<file path="config.mk">
export PLATFORM = sky130hd
export DESIGN_NAME = crg_front
export DESIGN_NICKNAME = d
export VERILOG_FILES = /design/src/hw/rtl/crg_pkg.sv /design/src/hw/rtl/crg_front.sv
export SDC_FILE = /design/constraint.sdc
export NUM_CORES = 2
export LEC_CHECK = 0
export BUFFER_PORTS_ARGS = -buffer_cell sky130_fd_sc_hd__clkbuf_2
export CAP_MARGIN = 20
export CORE_MARGIN = 5
export CORE_UTILIZATION = 25
export DETAILED_ROUTE_END_ITERATION = 10
export MAX_ROUTING_LAYER = met4
export PLACE_DENSITY = 0.36
export SLEW_MARGIN = 20
export SYNTH_ARGS = -nofsm -noshare
export SYNTH_HDL_FRONTEND = slang
export SYNTH_SLANG_ARGS = --single-unit
</file>
<file path="constraint.sdc">
create_clock -name clk -period 8.17 [get_ports clk]
set_clock_uncertainty 0.1 [all_clocks]
set_input_delay 0 -clock clk [delete_from_list [all_inputs] [get_ports clk]]
set_output_delay 0 -clock clk [all_outputs]
set_load 0.01 [all_outputs]
</file>
<file path="src/hw/rtl/crg_pkg.sv">
// ----------------------------------------------------------------------------
// crg_pkg
// Shared types, codes and helpers for the camera ray generator.
// ----------------------------------------------------------------------------
`default_nettype none

package crg_pkg;

  // request codes
  localparam logic REQ_RAY  = 1'b0;
  localparam logic REQ_LOAD = 1'b1;

  // configuration register indexes
  localparam logic [1:0] CFG_HALF_WIDTH  = 2'd0;
  localparam logic [1:0] CFG_HALF_HEIGHT = 2'd1;
  localparam logic [1:0] CFG_PIXEL_STEP  = 2'd2;

  localparam logic [30:0] HALF_WIDTH_RST  = 31'd65536;
  localparam logic [30:0] HALF_HEIGHT_RST = 31'd65536;
  localparam logic [30:0] PIXEL_STEP_RST  = 31'd1024;

  localparam int MID_DEPTH = 4;
  localparam int OUT_DEPTH = 4;

  // item between front and back
  typedef struct packed {
    logic               is_load;
    logic signed [31:0] wx;
    logic signed [31:0] wy;
    logic [3:0]         idx;
    logic signed [31:0] val;
  } mid_t;

  typedef struct packed {
    logic signed [31:0] origin_x;
    logic signed [31:0] origin_y;
    logic signed [31:0] origin_z;
    logic signed [31:0] dir_x;
    logic signed [31:0] dir_y;
    logic signed [31:0] dir_z;
  } result_t;

  // divide by four, truncating toward zero
  function automatic logic signed [63:0] div4_trunc(input logic signed [63:0] v);
    logic signed [63:0] b;
    b = v + (v[63] ? 64'sd3 : 64'sd0);
    return b >>> 2;
  endfunction

endpackage

`default_nettype wire

</file>
<file path="src/hw/rtl/crg_front.sv">
// ----------------------------------------------------------------------------
// crg_front
// Accepts requests, holds the view registers and forms the view-plane point.
// ----------------------------------------------------------------------------
`default_nettype none

module crg_front import crg_pkg::*; #(
  parameter int COORD_BITS = 12
) (
  input  wire logic               clk,
  input  wire logic               rst_n,
  input  wire logic               cfg_we,
  input  wire logic [1:0]         cfg_addr,
  input  wire logic [30:0]        cfg_wdata,
  input  wire logic               in_push,
  output logic                    in_full,
  input  wire logic               in_req_type,
  input  wire logic [11:0]        in_pixel_x,
  input  wire logic [11:0]        in_pixel_y,
  input  wire logic [3:0]         in_entry_index,
  input  wire logic signed [31:0] in_entry_value,
  input  wire logic [$clog2(MID_DEPTH+1)-1:0] q_count,
  output logic                    q_push,
  output mid_t                    q_data
);

  localparam int QCW = $clog2(MID_DEPTH+1) + 1;

  logic [30:0] half_width_r, half_height_r, pixel_step_r;

  logic               f1_v_r, f2_v_r;
  logic               f1_load_r, f2_load_r;
  logic [11:0]        f1_x_r, f1_y_r, x_eff, y_eff;
  logic [3:0]         f1_idx_r, f2_idx_r;
  logic signed [31:0] f1_val_r, f2_val_r;
  logic [42:0]        offx_r, offy_r;
  logic [43:0]        prod_x, prod_y;
  logic               accept;

  always_ff @(posedge clk) begin
    if (!rst_n) begin
      half_width_r  <= HALF_WIDTH_RST;
      half_height_r <= HALF_HEIGHT_RST;
      pixel_step_r  <= PIXEL_STEP_RST;
    end else if (cfg_we) begin
      unique case (cfg_addr)
        CFG_HALF_WIDTH:  half_width_r  <= cfg_wdata;
        CFG_HALF_HEIGHT: half_height_r <= cfg_wdata;
        CFG_PIXEL_STEP:  pixel_step_r  <= cfg_wdata;
        default: ;
      endcase
    end
  end

  // room is reserved for everything in flight, so the front never stalls
  assign in_full = (QCW'(q_count) + QCW'(f1_v_r) + QCW'(f2_v_r)) >= QCW'(MID_DEPTH);
  assign accept  = in_push && !in_full;

  always_comb begin
    for (int k = 0; k < 12; k++) begin
      x_eff[k] = (k < COORD_BITS) ? in_pixel_x[k] : 1'b0;
      y_eff[k] = (k < COORD_BITS) ? in_pixel_y[k] : 1'b0;
    end
  end

  // (2x+1) * step
  assign prod_x = 44'({f1_x_r, 1'b1}) * 44'(pixel_step_r);
  assign prod_y = 44'({f1_y_r, 1'b1}) * 44'(pixel_step_r);

  always_ff @(posedge clk) begin
    if (!rst_n) begin
      f1_v_r <= 1'b0;
      f2_v_r <= 1'b0;
    end else begin
      f1_v_r <= accept;
      f2_v_r <= f1_v_r;
    end
  end

  always_ff @(posedge clk) begin
    f1_load_r <= (in_req_type == REQ_LOAD);
    f1_x_r    <= x_eff;
    f1_y_r    <= y_eff;
    f1_idx_r  <= in_entry_index;
    f1_val_r  <= in_entry_value;
    f2_load_r <= f1_load_r;
    offx_r    <= prod_x[43:1];
    offy_r    <= prod_y[43:1];
    f2_idx_r  <= f1_idx_r;
    f2_val_r  <= f1_val_r;
  end

  function automatic logic signed [31:0] sat_diff(input logic [30:0] half,
                                                  input logic [42:0] off);
    logic signed [45:0] d;
    d = $signed({15'b0, half}) - $signed({3'b0, off});
    if (d[45:31] == {15{d[45]}}) begin
      return d[31:0];
    end
    return d[45] ? 32'sh8000_0000 : 32'sh7FFF_FFFF;
  endfunction

  assign q_push         = f2_v_r;
  assign q_data.is_load = f2_load_r;
  assign q_data.wx      = sat_diff(half_width_r, offx_r);
  assign q_data.wy      = sat_diff(half_height_r, offy_r);
  assign q_data.idx     = f2_idx_r;
  assign q_data.val     = f2_val_r;

endmodule

`default_nettype wire

</file>
# Word level (Yosys, flattened, before mapping)
# Cells that the tools add are included.
[word_totals]
reg_bits = 279
word_cells = 40
out_inout_bits = 103
inputBits = 101
[op_classes]
multipliers = 2
n_addsub = 4
reduce_logical = 6
n_mux = 8
n_eq_ne = 4
n_lt_le_gt_ge = 1
[ops]
columns = ["operator", "n"]
rows = [
  ["32-bit 2-to-1 mux", 6],
  ["13-bit by 31-bit multiplier with 44-bit output", 2],
  ["31-bit by 43-bit subtractor with 44-bit output", 2],
  ["14-bit equality test", 2],
  ["2-bit AND reduction", 3],
  ["3-bit by 1-bit adder with 4-bit output", 1],
  ["4-bit by 1-bit adder with 4-bit output", 1],
  ["4-bit by 3-bit greater-or-equal comparator with 1-bit output (second input constant)", 1],
  ["2-bit by 1-bit equality test with 1-bit output (second input constant)", 1],
  ["2-bit equality test (second input constant)", 1],
  ["2-bit logical NOT", 1],
  ["1-bit 2-to-1 mux", 2],
  ["1-bit logical AND", 1],
  ["1-bit logical NOT", 1],
]

# Logic depth before layout (Yosys ltp)
[logic_depth]
ltp_word = 5
depth_mapped = 24
ltp_nobuf = 23

# Least setup slack after synthesis
# Ideal clock, no wire load.
[synth_path]
path_type = "register to register"
from = "reg pixel_step_r[7]"
to = "reg offy_r[42]"
path_slack_ps = 1928
path_stages_with_launch = 24
t_required_ps = 7998
setup_time_ps = 72
arrival_time_ps = 6070
n_path_buf = 1
synth_period_minus_slack_ps = 6242
cell_sequence = "dfxtp_1 clkbuf_1 and2_1 fa_1 inv_1 fa_1 inv_1 fa_1 inv_1 fa_1 fa_1 inv_1 ha_1 and3_1 a2111oi_2 o21ai_1 a2111o_1 a31oi_1 o21ai_1 a41o_1 o41ai_2 o21bai_1 a21oi_1 xnor2_1"
[synth_between]
elab_chain_cells = 1
[synth_rtl]
columns = ["item", "line_no", "text"]
rows = [
  ["start, declared", "crg_front.sv:29", "logic [30:0] half_width_r, half_height_r, pixel_step_r;"],
  ["start signal, assigned", "crg_front.sv:49", "CFG_PIXEL_STEP: pixel_step_r <= cfg_wdata;"],
  ["13-bit by 31-bit multiplier with 44-bit output", "crg_front.sv:68", "assign prod_y = 44'({f1_y_r, 1'b1}) * 44'(pixel_step_r);"],
  ["net prod_y[43]", "crg_front.sv:37", "logic [43:0] prod_x, prod_y;"],
  ["end signal, assigned", "crg_front.sv:88", "offy_r <= prod_y[43:1];"],
  ["end, declared", "crg_front.sv:36", "logic [42:0] offx_r, offy_r;"],
]
# The timed path passes the listed nets, and every way through them passes these cells.
# A chain may end at the register's enable or synchronous reset.

# Worst setup path after layout
[layout_path]
from = "reg f1_y_r[2]"
to = "reg offy_r[42]"
[layout_between]
elab_chain_cells = 1
[layout_rtl]
columns = ["item", "line_no", "text"]
rows = [
  ["start, declared", "crg_front.sv:33", "logic [11:0] f1_x_r, f1_y_r, x_eff, y_eff;"],
  ["start signal, assigned", "crg_front.sv:83", "f1_y_r <= y_eff;"],
  ["13-bit by 31-bit multiplier with 44-bit output", "crg_front.sv:68", ""],
  ["net prod_y[43]", "crg_front.sv:37", ""],
]
# The timed path passes the listed nets, and every way through them passes these cells.

==> impl_results.md <==
- Std cell rows: 141
- H-tree depth: 2
- Post-synthesis compound-gate area fraction: between 10% and 20%
- Ports: around 200
- Sink Count: between 200 and 300
- HPWL after detailed placement: slightly below 100,000 um
- Port-buffer cells: 203
- TritonCTS clock tree: built
- Final Cycle Share: slightly above 90%
- Cell Area, Synth: between 30,000 and 40,000 um^2
- Max_slew headroom: 30.6%
- Register area: around 5600 um^2
- Worst setup margin: 713 ps
- Post-synthesis mux area share: 0.0542%
- Met3 usage: around 1.6%
- Leak: 0.0212 uW
- Placer Congestion: a little over 0.8
- Layout overhead on the synthesized area: 17.1%
- Fin. max-slew vios: 0
- Post-Synth XOR/XNOR Area: roughly 3%
- Initial Util: 25.1%
- Antenna violations before repair: 10
- Dpl cells: 6,258
- First-pass GRT wire length: 187,000 um
- DRC Markers: 0
- Via Count: 28,374
- Worst vdd ir: 0.113 mV
- Main combinational cell family by area after synthesis: adder cells
- Number of enable flip-flop cells after synthesis: 0
- Largest stage delay, worst path: 620 ps
- Synth Warn #: 0
- Commonest non-fill, non-tap cell in the layout: inv_1
- WL final: 118,000 um
- Number of global-route vias before repair: between 30,000 and 40,000
- Mapped Cells: 4,242
- Area occupied by multi-input gates: 27,200 um^2
- Resized Gates After CTS: 0
- Busiest layer in global routing: met2
- Number of max-cap violations: 0
- Post-synth ARST share: 0%
- Setup TNS Final: 0 ps
- Sequential share of the synthesized area: between 10% and 20%
- Cell accounting for the most synthesized area: fa_1
- Total CTS buffers: 39
- DR WL/cell: roughly 18 um
- Top cell by count, worst path: fa_1
- Hold path startpoint: in_pixel_y[8]
- Worst Hold Class: in2reg
- Pin count of the biggest net entering global routing: 74
- Gr usage total: 15.9%
- Final Net Count: 5,512
- Die area: 155,000 um^2
- Core Area: 147,000 um^2
- Critical path's slowest cell: a31oi_1
- Worst-Margin Slew: around 1000 ps
- Layout Cells excl Fill: 6,493
- DRT iter0 DRCs: 1,194
- Critical Path End Type: register
- Avg Cell Area, Syn: 8.70 um^2
- Critical Path Source: f1_y_r[2]
- Top cell type's share of synthesized area: 34.7%
- Most frequent cells in the layout: inv_1 (890), nand2_1 (645), fa_1 (640)
- Status: complete, no violations
- Power Density: ~160 nW/um^2
- Die height: 394 um
- Setup Viol. Count Final: 0
- Post-synthesis cell type count: 81
- Worst Path Arrival: 7880 ps
- Primary FF master, synth: dfxtp_1
- Synth Area in Adders: roughly 43%
- Clock transition at the registers of the reported paths: 60 ps
- Final hold vios: 0
- Fillers: 15,934
- Met1 Use GR: 19.8%
- Die W: 394 um
- R2r startpoint: f1_y_r[2]
- Peak Freq: 0.134 GHz
- Post-route ant nets: 0
- CP Class: reg2reg
- Delay-heaviest family, CP: compound AO/OA/AOI/OAI gates
- Share of cells above drive strength 1: 8.97%
- Crit path buffers/inverters: 4
- Main area contributors after synthesis: fa_1 (35%), dfxtp_1 (15%), inv_1 (9.1%), ha_1 (8.2%), nand2_1 (6.6%)
- Clock buffer depth: 3
- Vias/cell: 4.37
- Synthesized flop and latch total: 279
- Post-route minimum period: 7460 ps
- RSZ-0062 raised after global routing: no
- Setup Fix Bufs, Post-CTS: 0
- Root Driver: clkbuf_16
- Synth Area in Simple Gates: roughly 16%
- Clock Latency Late Sink: roughly 630 ps
- DRT Pass-1 Iters: 5
- CP Launch Type: register
- Met2 usage in global routing: 28.0%
- Critical Path RT: 8590 ps
- Syn nets: 5,224
- Pre-CTS WS: between 800 and 900 ps
- Critical path, cell by cell: and2_1 > fa_1 > inv_1 > fa_1 > inv_1 > fa_1 > inv_1 > fa_1 > fa_1 > inv_1 > ha_1 > and3_1 > a2111oi_2 > o21ai_1 > a2111o_1 > a31oi_1 > o21ai_1 > a41o_1 > o41ai_2 > o21bai_1 > a21oi_1 > xnor2_1
- Worst-path fanout max: 16
- Remaining Overflow, GRT: 0
==> cell type report <==
cell class,count,share of cell area [%]
tap,1930,5.59
sequential,279,12.9
inverter,891,7.74
clock inverter,21,0.646
timing repair buffer,449,7.58
multi-input combinational,2870,63.0
clock buffer,50,2.54
antenna,3,0.0174
==> cell families (layout without fill, tap and decap cells) <==
family	count (synthesis)	after routing
simple gates	1260	1260
other cells	0	3
flops	279	279
fa+ha+maj	881	881
buf+inv	1093	1411
compound gates	600	600
xor+xnor	127	127
mux	2	2
==> state kept, by name, summed over array words and instances (netlist names) <==
register and cells:
offy_r 43, pixel_step_r 31, half_height_r 31, q_push 1
f2_load_r 1, f2_idx_r 4, f1_v_r 1, f1_load_r 1
f1_idx_r 4, f1_val_r 32, f1_x_r 12, f1_y_r 12
f2_val_r 32, half_width_r 31, offx_r 43
==> metal layers <==
metal	routed length (um)	vias to the layer above	part of all wire [%]
met5	0	-	0
met2	59300	311	50
met3	2960	90	2.5
li1	-	13500	-
met1	52600	14473	45
met4	2850	0	2.4
==> through the flow <==
step                      cell area, um^2  hold slack [ps]  utilization [%]  power, uW
after CTS                           43200             31.9             29.3       7030
after global routing                43200             66.5             29.3       7450
after floorplan                     36900            -72.3                -       3900
after detailed placement            40200             3.91             27.3       5040
after global placement              40200             2.11             27.3       5050
final                               43200             43.1             29.3       6870
==> path summary, 6_finish.rpt <==
| path | endpoint | slack [ps] | cells after the start |
|---|---|---|---|
| setup reg to reg | offy_r[42] | 710 | 22 |
| hold reg to reg | f2_val_r[6] | 220 | 0 |
| hold / removal | f1_y_r[8] | 40 | 2 |
| setup / recovery | offy_r[42] | 710 | 22 |
==> power by group <==
part | internal [uW] | switching, uW
sequential | 1540 | 131
clock | 1070 | 782
combinational | 1290 | 2050
==> worst register-to-register path, delay by kind of cell, from the launching register on <==
| family | cells | cell delay, ps |
|---|---|---|
| compound gates | 9 | 3210 |
| fa+ha+maj | 6 | 2780 |
| flops | 1 | 490 |
| simple gates | 2 | 480 |
| buf+inv | 4 | 200 |
| xor+xnor | 1 | 130 |
==> what timing repair did <==
| action | 4_1_cts | 5_1_grt |
|---|---|---|
| hold buffers | 160 | 0 |
| setup endpoints to repair | 0 | 0 |
| hold endpoints to repair | 155 | 0 |
==> cells in the mapped netlist, drive strengths merged, types with 3 or more instances <==
cell type	number
a2111oi	8
a21boi	93
a211oi	9
clkbuf	183
nor2b	13
a311oi	3
inv	891
nand2b	22
fa	640
nand3	29
buf	19
nand2	645
ha	241
or3	7
and3	16
o41ai	3
o21ai	75
nor3	27
dfxtp	279
a211o	6
nor4	3
a221o	3
a21oi	157
a31o	3
o211ai	13
a22oi	30
or4	5
and4	3
nor2	85
o31a	6
and2	364
o21bai	24
nand3b	5
nand4	16
o31ai	6
a21o	95
o21a	21
or2	7
xor2	38
a31oi	18
nor3b	6
xnor2	89
(Power assumes the default switching activity.)
