**src/hw/rtl/crg_fifo.sv**
```systemverilog
// ----------------------------------------------------------------------------
// crg_fifo
// Small first-word-fall-through queue with occupancy count.
// ----------------------------------------------------------------------------
`default_nettype none

module crg_fifo #(
  parameter int WIDTH = 8,
  parameter int DEPTH = 4
) (
  input  wire logic                       clk,
  input  wire logic                       rst_n,
  input  wire logic                       push,
  input  wire logic [WIDTH-1:0]           wdata,
  input  wire logic                       pop,
  output logic      [WIDTH-1:0]           rdata,
  output logic                            empty,
  output logic                            full,
  output logic      [$clog2(DEPTH+1)-1:0] count
);

  localparam int PW = $clog2(DEPTH);
  localparam int CW = $clog2(DEPTH+1);

  logic [WIDTH-1:0] mem_r [DEPTH];
  logic [PW-1:0]    wr_ptr_r, wr_ptr_nxt;
  logic [PW-1:0]    rd_ptr_r, rd_ptr_nxt;
  logic [CW-1:0]    cnt_r, cnt_nxt;
  logic             do_push, do_pop;

  assign empty   = (cnt_r == '0);
  assign full    = (cnt_r == CW'(DEPTH));
  assign count   = cnt_r;
  assign rdata   = mem_r[rd_ptr_r];
  assign do_push = push && !full;
  assign do_pop  = pop && !empty;

  always_comb begin
    wr_ptr_nxt = wr_ptr_r;
    rd_ptr_nxt = rd_ptr_r;
    cnt_nxt    = cnt_r;
    if (do_push) begin
      wr_ptr_nxt = (wr_ptr_r == PW'(DEPTH-1)) ? '0 : wr_ptr_r + PW'(1);
    end
    if (do_pop) begin
      rd_ptr_nxt = (rd_ptr_r == PW'(DEPTH-1)) ? '0 : rd_ptr_r + PW'(1);
    end
    if (do_push && !do_pop) begin
      cnt_nxt = cnt_r + CW'(1);
    end else if (do_pop && !do_push) begin
      cnt_nxt = cnt_r - CW'(1);
    end
  end

  always_ff @(posedge clk) begin
    if (!rst_n) begin
      wr_ptr_r <= '0;
      rd_ptr_r <= '0;
      cnt_r    <= '0;
    end else begin
      wr_ptr_r <= wr_ptr_nxt;
      rd_ptr_r <= rd_ptr_nxt;
      cnt_r    <= cnt_nxt;
    end
  end

  always_ff @(posedge clk) begin
    if (do_push) begin
      mem_r[wr_ptr_r] <= wdata;
    end
  end

endmodule

`default_nettype wire

```
**config.mk**
```make
export PLATFORM = sky130hd
export DESIGN_NAME = crg_fifo
export DESIGN_NICKNAME = d
export VERILOG_FILES = /design/src/hw/rtl/crg_fifo.sv
export SDC_FILE = /design/constraint.sdc
export NUM_CORES = 1
export LEC_CHECK = 0
export ABC_AREA = 1
export BUFFER_PORTS_ARGS = -buffer_cell sky130_fd_sc_hd__buf_2
export CORE_UTILIZATION = 55
export DETAILED_ROUTE_END_ITERATION = 8
export GPL_TIMING_DRIVEN = 1
export PLACE_DENSITY = 0.84
export SLEW_MARGIN = 20
export SYNTH_ARGS = -nofsm -noshare
export SYNTH_HDL_FRONTEND = slang
export SYNTH_SLANG_ARGS = --single-unit
```
**constraint.sdc**
```tcl
create_clock -name clk -period 2.3 [get_ports clk]
set_clock_uncertainty 0.05 [all_clocks]
set_input_delay 0.115 -clock clk [delete_from_list [all_inputs] [get_ports clk]]
set_output_delay 0.115 -clock clk [all_outputs]
set_load 0.03 [all_outputs]
```
# After elaboration in Yosys (flattened, before gate mapping)
# Memory sizes are Yosys's and may differ from the RTL's. A register that Yosys moved wholly into a read port is not among the register bits.
# Index checks and enable logic that the tools add are counted.
word_totals:
  reg_bits: 7
  latchBits: 0
  ram_bits: 32
  romBits: 0
  output_inout_bits: 13
  word_cells: 29
  mem_count: 1
op_classes:
  add_sub_neg: 4
  n_mul: 0
  div: 0
  order_cmp: 0
  eq_ne: 3
  shift: 0
  mux: 8
  n_bitwise: 0
  reduce_logical: 10
memory_table:
  columns: ["name", "depth", "width", "rd", "rd_clocked_by_memory_dff", "write_ports", "line", "source"]
  rows:
  - ["mem_r", 4, 8, 1, 1, 1, "25", "logic [WIDTH-1:0] mem_r [DEPTH];"]
ops:
  columns: ["operator", "n"]
  rows:
  - ["$mux 2", 4]
  - ["$mux 3", 2]
  - ["$add 2x1->2 const B", 2]
  - ["$eq 2x2->1 const B", 2]
  - ["$logic_and 1x1->1", 4]
  - ["$logic_not 1->1", 4]
  - ["$add 3x1->3 const B", 1]
  - ["$eq 3x3->1 const B", 1]
  - ["$logic_not 3->1", 1]
  - ["$sub 3x1->3 const B", 1]
  - ["$mux 1", 2]
  - ["$reduce_bool 2->1", 1]

# Logic depth before layout (Yosys ltp)
# Gate-level depths: netlist of run 1.
depth:
  ltp_word: 7
  mapped_depth: 13

# Worst setup path after synthesis of run 1
# OpenSTA, ideal clock, no wires.
synth_timing:
  kind: "reg2reg"
  from: "reg cnt_r[1] (netlist: count[1])"
  to: "reg cnt_r[2] (netlist: count[2])"
  arrival_time_ns: 1.788
  setup_slack_ns: 0.352
  stages_incl_launch_ff: 14
  path_buffers: 0
  period_less_slack_ns: 1.948
  path_cell_list: "dfxtp_1 -> nor2_1 -> nand2_1 -> nand2_2 -> inv_1 -> ha_1 -> inv_1 -> fa_1 -> inv_1 -> nand2_1 -> nand3_1 -> nand2_1 -> inv_1 -> nor2_1"
synth_via:
  elab_chain_len: 6
  elab_cells_between_ends: 15
  classes_between: "add/sub: 2; eq/ne: 1; mux: 2; reduce/logical: 10"
synth_lines:
  columns: ["element", "line", "source"]
  rows:
  - ["start: declaration", "28", "logic [CW-1:0] cnt_r, cnt_nxt;"]
  - ["start signal: assignment", "63", "cnt_r <= cnt_nxt;"]
  - ["$eq 3x3->1 (*)", "32", "assign full = (cnt_r == CW'(DEPTH));"]
  - ["$logic_not 1->1 (*)", "35", "assign do_push = push && !full;"]
  - ["$logic_and 1x1->1 (*)", "35", null]
  - ["via do_push", "29", "logic do_push, do_pop;"]
  - ["$logic_not 1->1", "50", "end else if (do_pop && !do_push) begin"]
  - ["$logic_and 1x1->1", "50", null]
  - ["$reduce_bool 2->1 (no source line)", null, null]
# Mark *: on every way through the listed nets, which the timed path passes. The rest lies on a longest branch. The select of a mux whose other input is x is not followed.
# A chain may end at the register's enable or synchronous reset.

# Final worst setup path of run 1
layout_timing:
  from: "reg cnt_r[1] (netlist: count[1])"
  to: "reg cnt_r[1] (netlist: count[1])"
layout_via:
  elab_cells_between_ends: 15
  classes_between: "add/sub: 2; eq/ne: 1; mux: 2; reduce/logical: 10"
layout_rtl:
  columns: ["element", "line", "source"]
  rows:
  - ["$eq 3x3->1", "32", null]
  - ["$logic_not 1->1", "35", null]
  - ["$logic_and 1x1->1", "35", null]
  - ["via do_push", "29", null]
  - ["$logic_and 1x1->1", "48", "if (do_push && !do_pop) begin"]
  - ["$mux 3", "48", null]
  - ["via cnt_nxt[1]", "28", null]
# The timed path passes the listed nets, and every way through them passes these cells. The select of a mux whose other input is x is not followed.

==> results of run 1 <==
[registers in the layout (all words and copies together) (netlist names), named ones only]
signal / flops
count: 3
mem_r: 32
rd_ptr_r: 2
wr_ptr_r: 2
[routing by layer]
layer	vias to the layer above	wire length, um
li1	589	-
met5	-	0
met3	9	105
met4	0	66
met1	536	1270
met2	25	1520
[cell usage after synthesis (2+ instances only)]
master	instances	area [um2]
dfxtp_1	9	180
ha_1	6	75.1
o21ai_2	3	26.3
edfxtp_1	32	961
nand2_1	14	52.6
buf_6	2	22.5
nor2_1	33	124
o22ai_1	8	50.1
inv_1	18	67.6
o21ai_0	14	70.1
a21oi_1	2	10.0
[kinds of logic (layout without fill, tap and decap cells)]
family                     after synthesis  after routing  synth area share [%]
buffers and inverters                   21             65                  5.54
and+or+nand+nor                         51             51                  11.9
AOI/OAI and AO/OA                       28             28                  9.53
DFF                                     41             41                  67.4
adders and majority gates                7              7                  5.62
[tightest hold or removal path, stage by stage]
cell	delay [ns]
buf_2	0.11
nand3b_1	0.07
nand2_1	0.06
nor2_1	0.04
[stage by stage]
step                hold slack, ns  power, mW  std cells  worst slack (ns)
detailed placement           0.286       1.96        206             0.371
global route                0.0335       2.43        223             0.136
CTS                         0.0292       2.29        223             0.349
global placement             0.274       1.91        206             0.466
finish                      0.0399       2.27        223             0.329
floorplan                    0.164       1.70        148             0.352
[what timing repair did]
action	CTS	global route
endpoints found under the hold margin	33	0
resized for setup	0	0
hold buffers	9	0
[area by class of cell]
| cell class | count | area, um2 | area share [%] |
|---|---|---|---|
| sequential | 41 | 1140 | 56.9 |
| multi-input combinational | 86 | 458 | 22.8 |
| tap | 31 | 38.8 | 1.93 |
| clock buffer | 5 | 37.5 | 1.87 |
| inverter | 19 | 71.3 | 3.55 |
| timing repair buffer | 38 | 248 | 12.3 |
| clock inverter | 3 | 12.5 | 0.623 |
[path summary, 6_finish.rpt]
kind | startpoint | end | slack, ns | cells past startpoint
setup / recovery | count[1] | count[1] | 0.33 | 9
hold / removal | push | wr_ptr_r[1] | 0.04 | 4
hold reg to reg | count[0] | count[0] | 0.49 | 2
setup reg to reg | count[1] | count[1] | 0.33 | 9
[power groups by stage]
stage | logic (mW) | registers [mW] | clock network (mW)
2_1_floorplan | 0.645 | 1.05 | 0
3_3_place_gp | 0.892 | 1.02 | 0
3_5_place_dp | 0.937 | 1.02 | 0
4_1_cts | 0.951 | 1.01 | 0.336
5_1_grt | 1.05 | 1.02 | 0.363
6_report | 0.944 | 1.00 | 0.322
==> results.json, run 1 <==
{
  "drive_gt1_share_pct": 20.8,
  "setup_viol": 0,
  "cp-start-kind": "register",
  "maxCapViolations": 0,
  "synth-edff-count": 32,
  "top_usage_layer": "met2",
  "synthCells": 148,
  "cts-buffers-inserted": 5,
  "dieWidth_um": 57.5,
  "p_seq_share_pct": 44.2,
  "synth_seq_cells": 41,
  "coreArea_um2": 2830,
  "worst_slew_pin_slew_ns": 0.351,
  "grt_util_all_layers_pct": 20.8,
  "die_height_um": 57.5,
  "syn2layout_area_growth_pct": 18.6,
  "rsz0062_at_grt": "no",
  "dpl-instance-area_um2": 1870,
  "peakVddDrop_v": 0.000753,
  "worst_path_largest_cell_delay_ns": 0.42,
  "cts_tree": "done",
  "drtPass1Iterations": 8,
  "grt_pass1_wl_um": 4980,
  "cts_max_path_buffers": 2,
  "clock.fmax_ghz": 0.507,
  "crit_family": "adder cells",
  "seq_area_frac_synth_pct": 67.4,
  "crit_fanout": 7,
  "min_period_ns": 1.97,
  "grt_use_met1_pct": 23.9,
  "period_share_pct": 85.7,
  "synth_async_sr_flop_share_pct": 0,
  "syn_area_per_cell_um2": 11.4,
  "design_area_um2": 2010,
  "synthDistinctLibCells": 18,
  "arrival_ns": 2.16,
  "drt_iter0_markers": 35,
  "switching_power_mw": 0.942,
  "worstPathCellList": "nor2_1 > nand2_1 > nand2_2 > inv_1 > ha_1 > inv_1 > fa_1 > o21ai_0 > nor2_1",
  "io_pins": 25,
  "n_fill_cell": 192,
  "clock-root-buffer": "clkbuf_4",
  "vias_per_cell": 5.20,
  "required_ns": 2.49,
  "cts_htree_levels": 2,
  "drcViolationCount": 0,
  "internal_power_mw": 1.33,
  "yosysWarnings": 0,
  "endpoint_kind": "register",
  "clock-sinks": 41,
  "power.density_nw_per_um2": 1130,
  "dp_hpwl_um": 2020,
  "worst_slew_margin_rel_pct": 76.6,
  "vias": 1159,
  "finalHoldViolations": 0,
  "p_leak_nw": 0.841,
  "ant_nets": 0,
  "drv_slew": 0,
  "antenna_cells": 0,
  "hold_class": "in -> reg",
  "port_buffers": 24,
  "die-area_um2": 3300,
  "critical_path_class": "reg -> reg",
  "grt_overflow": 0,
  "wl_um": 2960,
  "grt_max_degree": 17,
  "syn-num-nets": 167,
  "routabilityCongestion": 0.841,
  "crit_buf_inv": 2,
  "switching_share_pct": 41.5,
  "p_clk_share_pct": 14.2,
  "synth-main-ff-cell": "edfxtp_1",
  "insertion_delay_ns": 0.34,
  "routedWlPerCell_um": 13.3,
  "syn_area_um2": 1690,
  "path_clk_slew_ns": 0.11,
  "layout_commonest_cell": "nor2_1",
  "pwr-share-comb_pct": 41.6,
  "layout_common_cells": "33 x nor2_1, 32 x edfxtp_1, 24 x buf_2",
  "initial_utilization_pct": 59.8,
  "cp_slowest_cell": "fa_1",
  "nets": 210,
  "outcome": "finished clean",
  "setup_tns_ns": 0,
  "grtUsageMet3_pct": 4.99,
  "rows": 19,
  "use_met2_pct": 36.5,
  "antenna_found_initial": 0,
  "postCtsSetupBuffers": 0,
  "utilization_pct": 70.9,
  "grt_pass1_vias": 1180
}
Power figures use the tool's default switching activity.
==> run 2: changes to the inputs <==
--- a/config.mk
+++ b/config.mk
@@ -11,6 +11,7 @@
 export DETAILED_ROUTE_END_ITERATION = 8
 export GPL_TIMING_DRIVEN = 1
 export PLACE_DENSITY = 0.84
+export RECOVER_POWER = 50
 export SLEW_MARGIN = 20
 export SYNTH_ARGS = -nofsm -noshare
 export SYNTH_HDL_FRONTEND = slang
==> constraint.sdc (replaced) <==
create_clock -name clk -period 1.88 [get_ports clk]
set_clock_uncertainty 0.05 [all_clocks]
set_input_delay 0.094 -clock clk [delete_from_list [all_inputs] [get_ports clk]]
set_output_delay 0.094 -clock clk [all_outputs]
set_load 0.03 [all_outputs]
==> results.json, run 2 (synthesis gave the netlist of run 1 again) <==
{
  "vias": 1220,
  "drive_gt1_share_pct": 21.8,
  "syn2layout_area_growth_pct": 22.2,
  "design_area_um2": 2070,
  "clock-root-buffer": "clkbuf_4",
  "cp-start-kind": "register",
  "hold_depth": 5,
  "critical_path_class": "reg -> reg",
  "routabilityCongestion": 0.826,
  "grt_pass1_wl_um": 5440,
  "period_share_pct": 96.6,
  "peakVddDrop_v": 0.00100,
  "antenna_found_initial": 0,
  "antenna_cells": 0,
  "drcViolationCount": 1,
  "min_period_ns": 1.82,
  "dieWidth_um": 57.5,
  "dpl-instance-area_um2": 1890,
  "ant_nets": 0,
  "grt_max_degree": 17,
  "drt_iter0_markers": 56,
  "cts_tree": "done",
  "largest_reg_flops": 32,
  "rows": 19,
  "dp_hpwl_um": 2210,
  "vias_per_cell": 5.35,
  "maxCapViolations": 0,
  "worst_slew_margin_rel_pct": 74.9,
  "cp_slowest_cell": "fa_1",
  "utilization_pct": 73.1,
  "arrival_ns": 2.01,
  "setup_viol": 0,
  "die-area_um2": 3300,
  "finalHoldViolations": 0,
  "p_leak_nw": 0.845,
  "nets": 215,
  "rsz0062_at_grt": "yes",
  "use_met2_pct": 41.9,
  "endpoint_kind": "register",
  "top_usage_layer": "met2",
  "dp_cells": 208,
  "path_clk_slew_ns": 0.11,
  "worst_path_largest_cell_delay_ns": 0.42,
  "grt_pass1_vias": 1265,
  "initial_utilization_pct": 59.8,
  "cts_htree_levels": 2,
  "reg2reg_depth": 9,
  "crit_buf_inv": 2,
  "layout_common_cells": "32 x nor2_1, 32 x edfxtp_1, 17 x inv_1",
  "grtUsageMet3_pct": 7.71,
  "grt_util_all_layers_pct": 23.0,
  "port_buffers": 24,
  "clock-sinks": 41,
  "hold_class": "in -> reg",
  "violations": "DRC",
  "power.density_nw_per_um2": 1440,
  "cts_max_path_buffers": 2,
  "grt_overflow": 0,
  "crit_fanout": 4,
  "worstPathCellList": "nor2_4 > nand2_2 > nand2_2 > inv_1 > ha_1 > inv_1 > fa_1 > o21ai_1 > nor2_1",
  "cts-buffers-inserted": 5,
  "drv_slew": 0,
  "insertion_delay_ns": 0.35,
  "outcome": "finished, violations left",
  "routedWlPerCell_um": 15.0,
  "die_height_um": 57.5,
  "coreArea_um2": 2830,
  "clock.fmax_ghz": 0.551,
  "largest_register": "mem_r",
  "cp_num_cells": 9,
  "crit_family": "adder cells",
  "io_pins": 25,
  "worst_slew_pin_slew_ns": 0.376,
  "wl_um": 3420,
  "stdcell_count": 228,
  "required_ns": 2.08,
  "grt_use_met1_pct": 23.8,
  "drtPass1Iterations": 8
}
==> run 2: cell types whose count changed in the layout (fill, tap and decap cells not counted), sizes merged <==
cell         previous run  this run
clkinv                  3         2
dlygate4sd3             9        10
clkbuf                  5        16
buf                    29        23
==> run 2: per-layer routing <==
metal | vias to the layer above | wire length, um
met5 | - | 0
met4 | 0 | 80
met3 | 10 | 185
met2 | 35 | 1820
met1 | 578 | 1340
li1 | 597 | -
==> run 2: per-stage QoR <==
stage | TNS, ns | setup slack (ns) | hold slack (ns) | total power [mW]
after floorplan | 0 | 0.0597 | 0.143 | 2.08
after global placement | 0 | 0.138 | 0.253 | 2.36
after detailed placement | -0.0103 | -0.0103 | 0.263 | 2.44
after CTS | 0 | 0.00959 | 0.168 | 2.91
after global routing | -0.0406 | -0.0331 | 0.183 | 3.15
final | 0 | 0.0640 | 0.160 | 2.98
==> run 2: tightest hold or removal path, delay by kind of cell <==
family,cells,cell delay (ns)
buffers and inverters,2,0.24
AND/OR/NAND/NOR,3,0.20
==> run 2: timing repair <==
item / in CTS / in global routing
buffers inserted: 0 / 2
pin swaps: 0 / 1
gates resized for setup: 1 / 8
hold endpoints to repair: 38 / 0
hold buffers: 10 / 0
endpoints found under the setup margin: 1 / 3
==> run 2: final timing paths <==
path | from | endpoint | slack, ns
setup / recovery | count[1] | count[1] | 0.06
hold / removal | pop | rd_ptr_r[0] | 0.16
setup reg to reg | count[1] | count[1] | 0.06
hold reg to reg | rd_ptr_r[0] | rd_ptr_r[0] | 0.50
==> run 2: cell type report <==
class / count / area, um2
repair buffers: 43 / 275
flip-flops and latches: 41 / 1150
inverters: 19 / 71.3
fillers: 188 / 761
well taps: 31 / 38.8
clock buffers: 6 / 51.3
clock inverters: 2 / 8.76
multi-input cells: 86 / 473
==> run 2: power breakdown <==
part | leakage (nW) | switching, mW | total, mW | internal, mW
combinational | 0.440 | 0.853 | 1.27 | 0.420
sequential | 0.369 | 0.120 | 1.26 | 1.14
clock | 0.0357 | 0.269 | 0.445 | 0.176
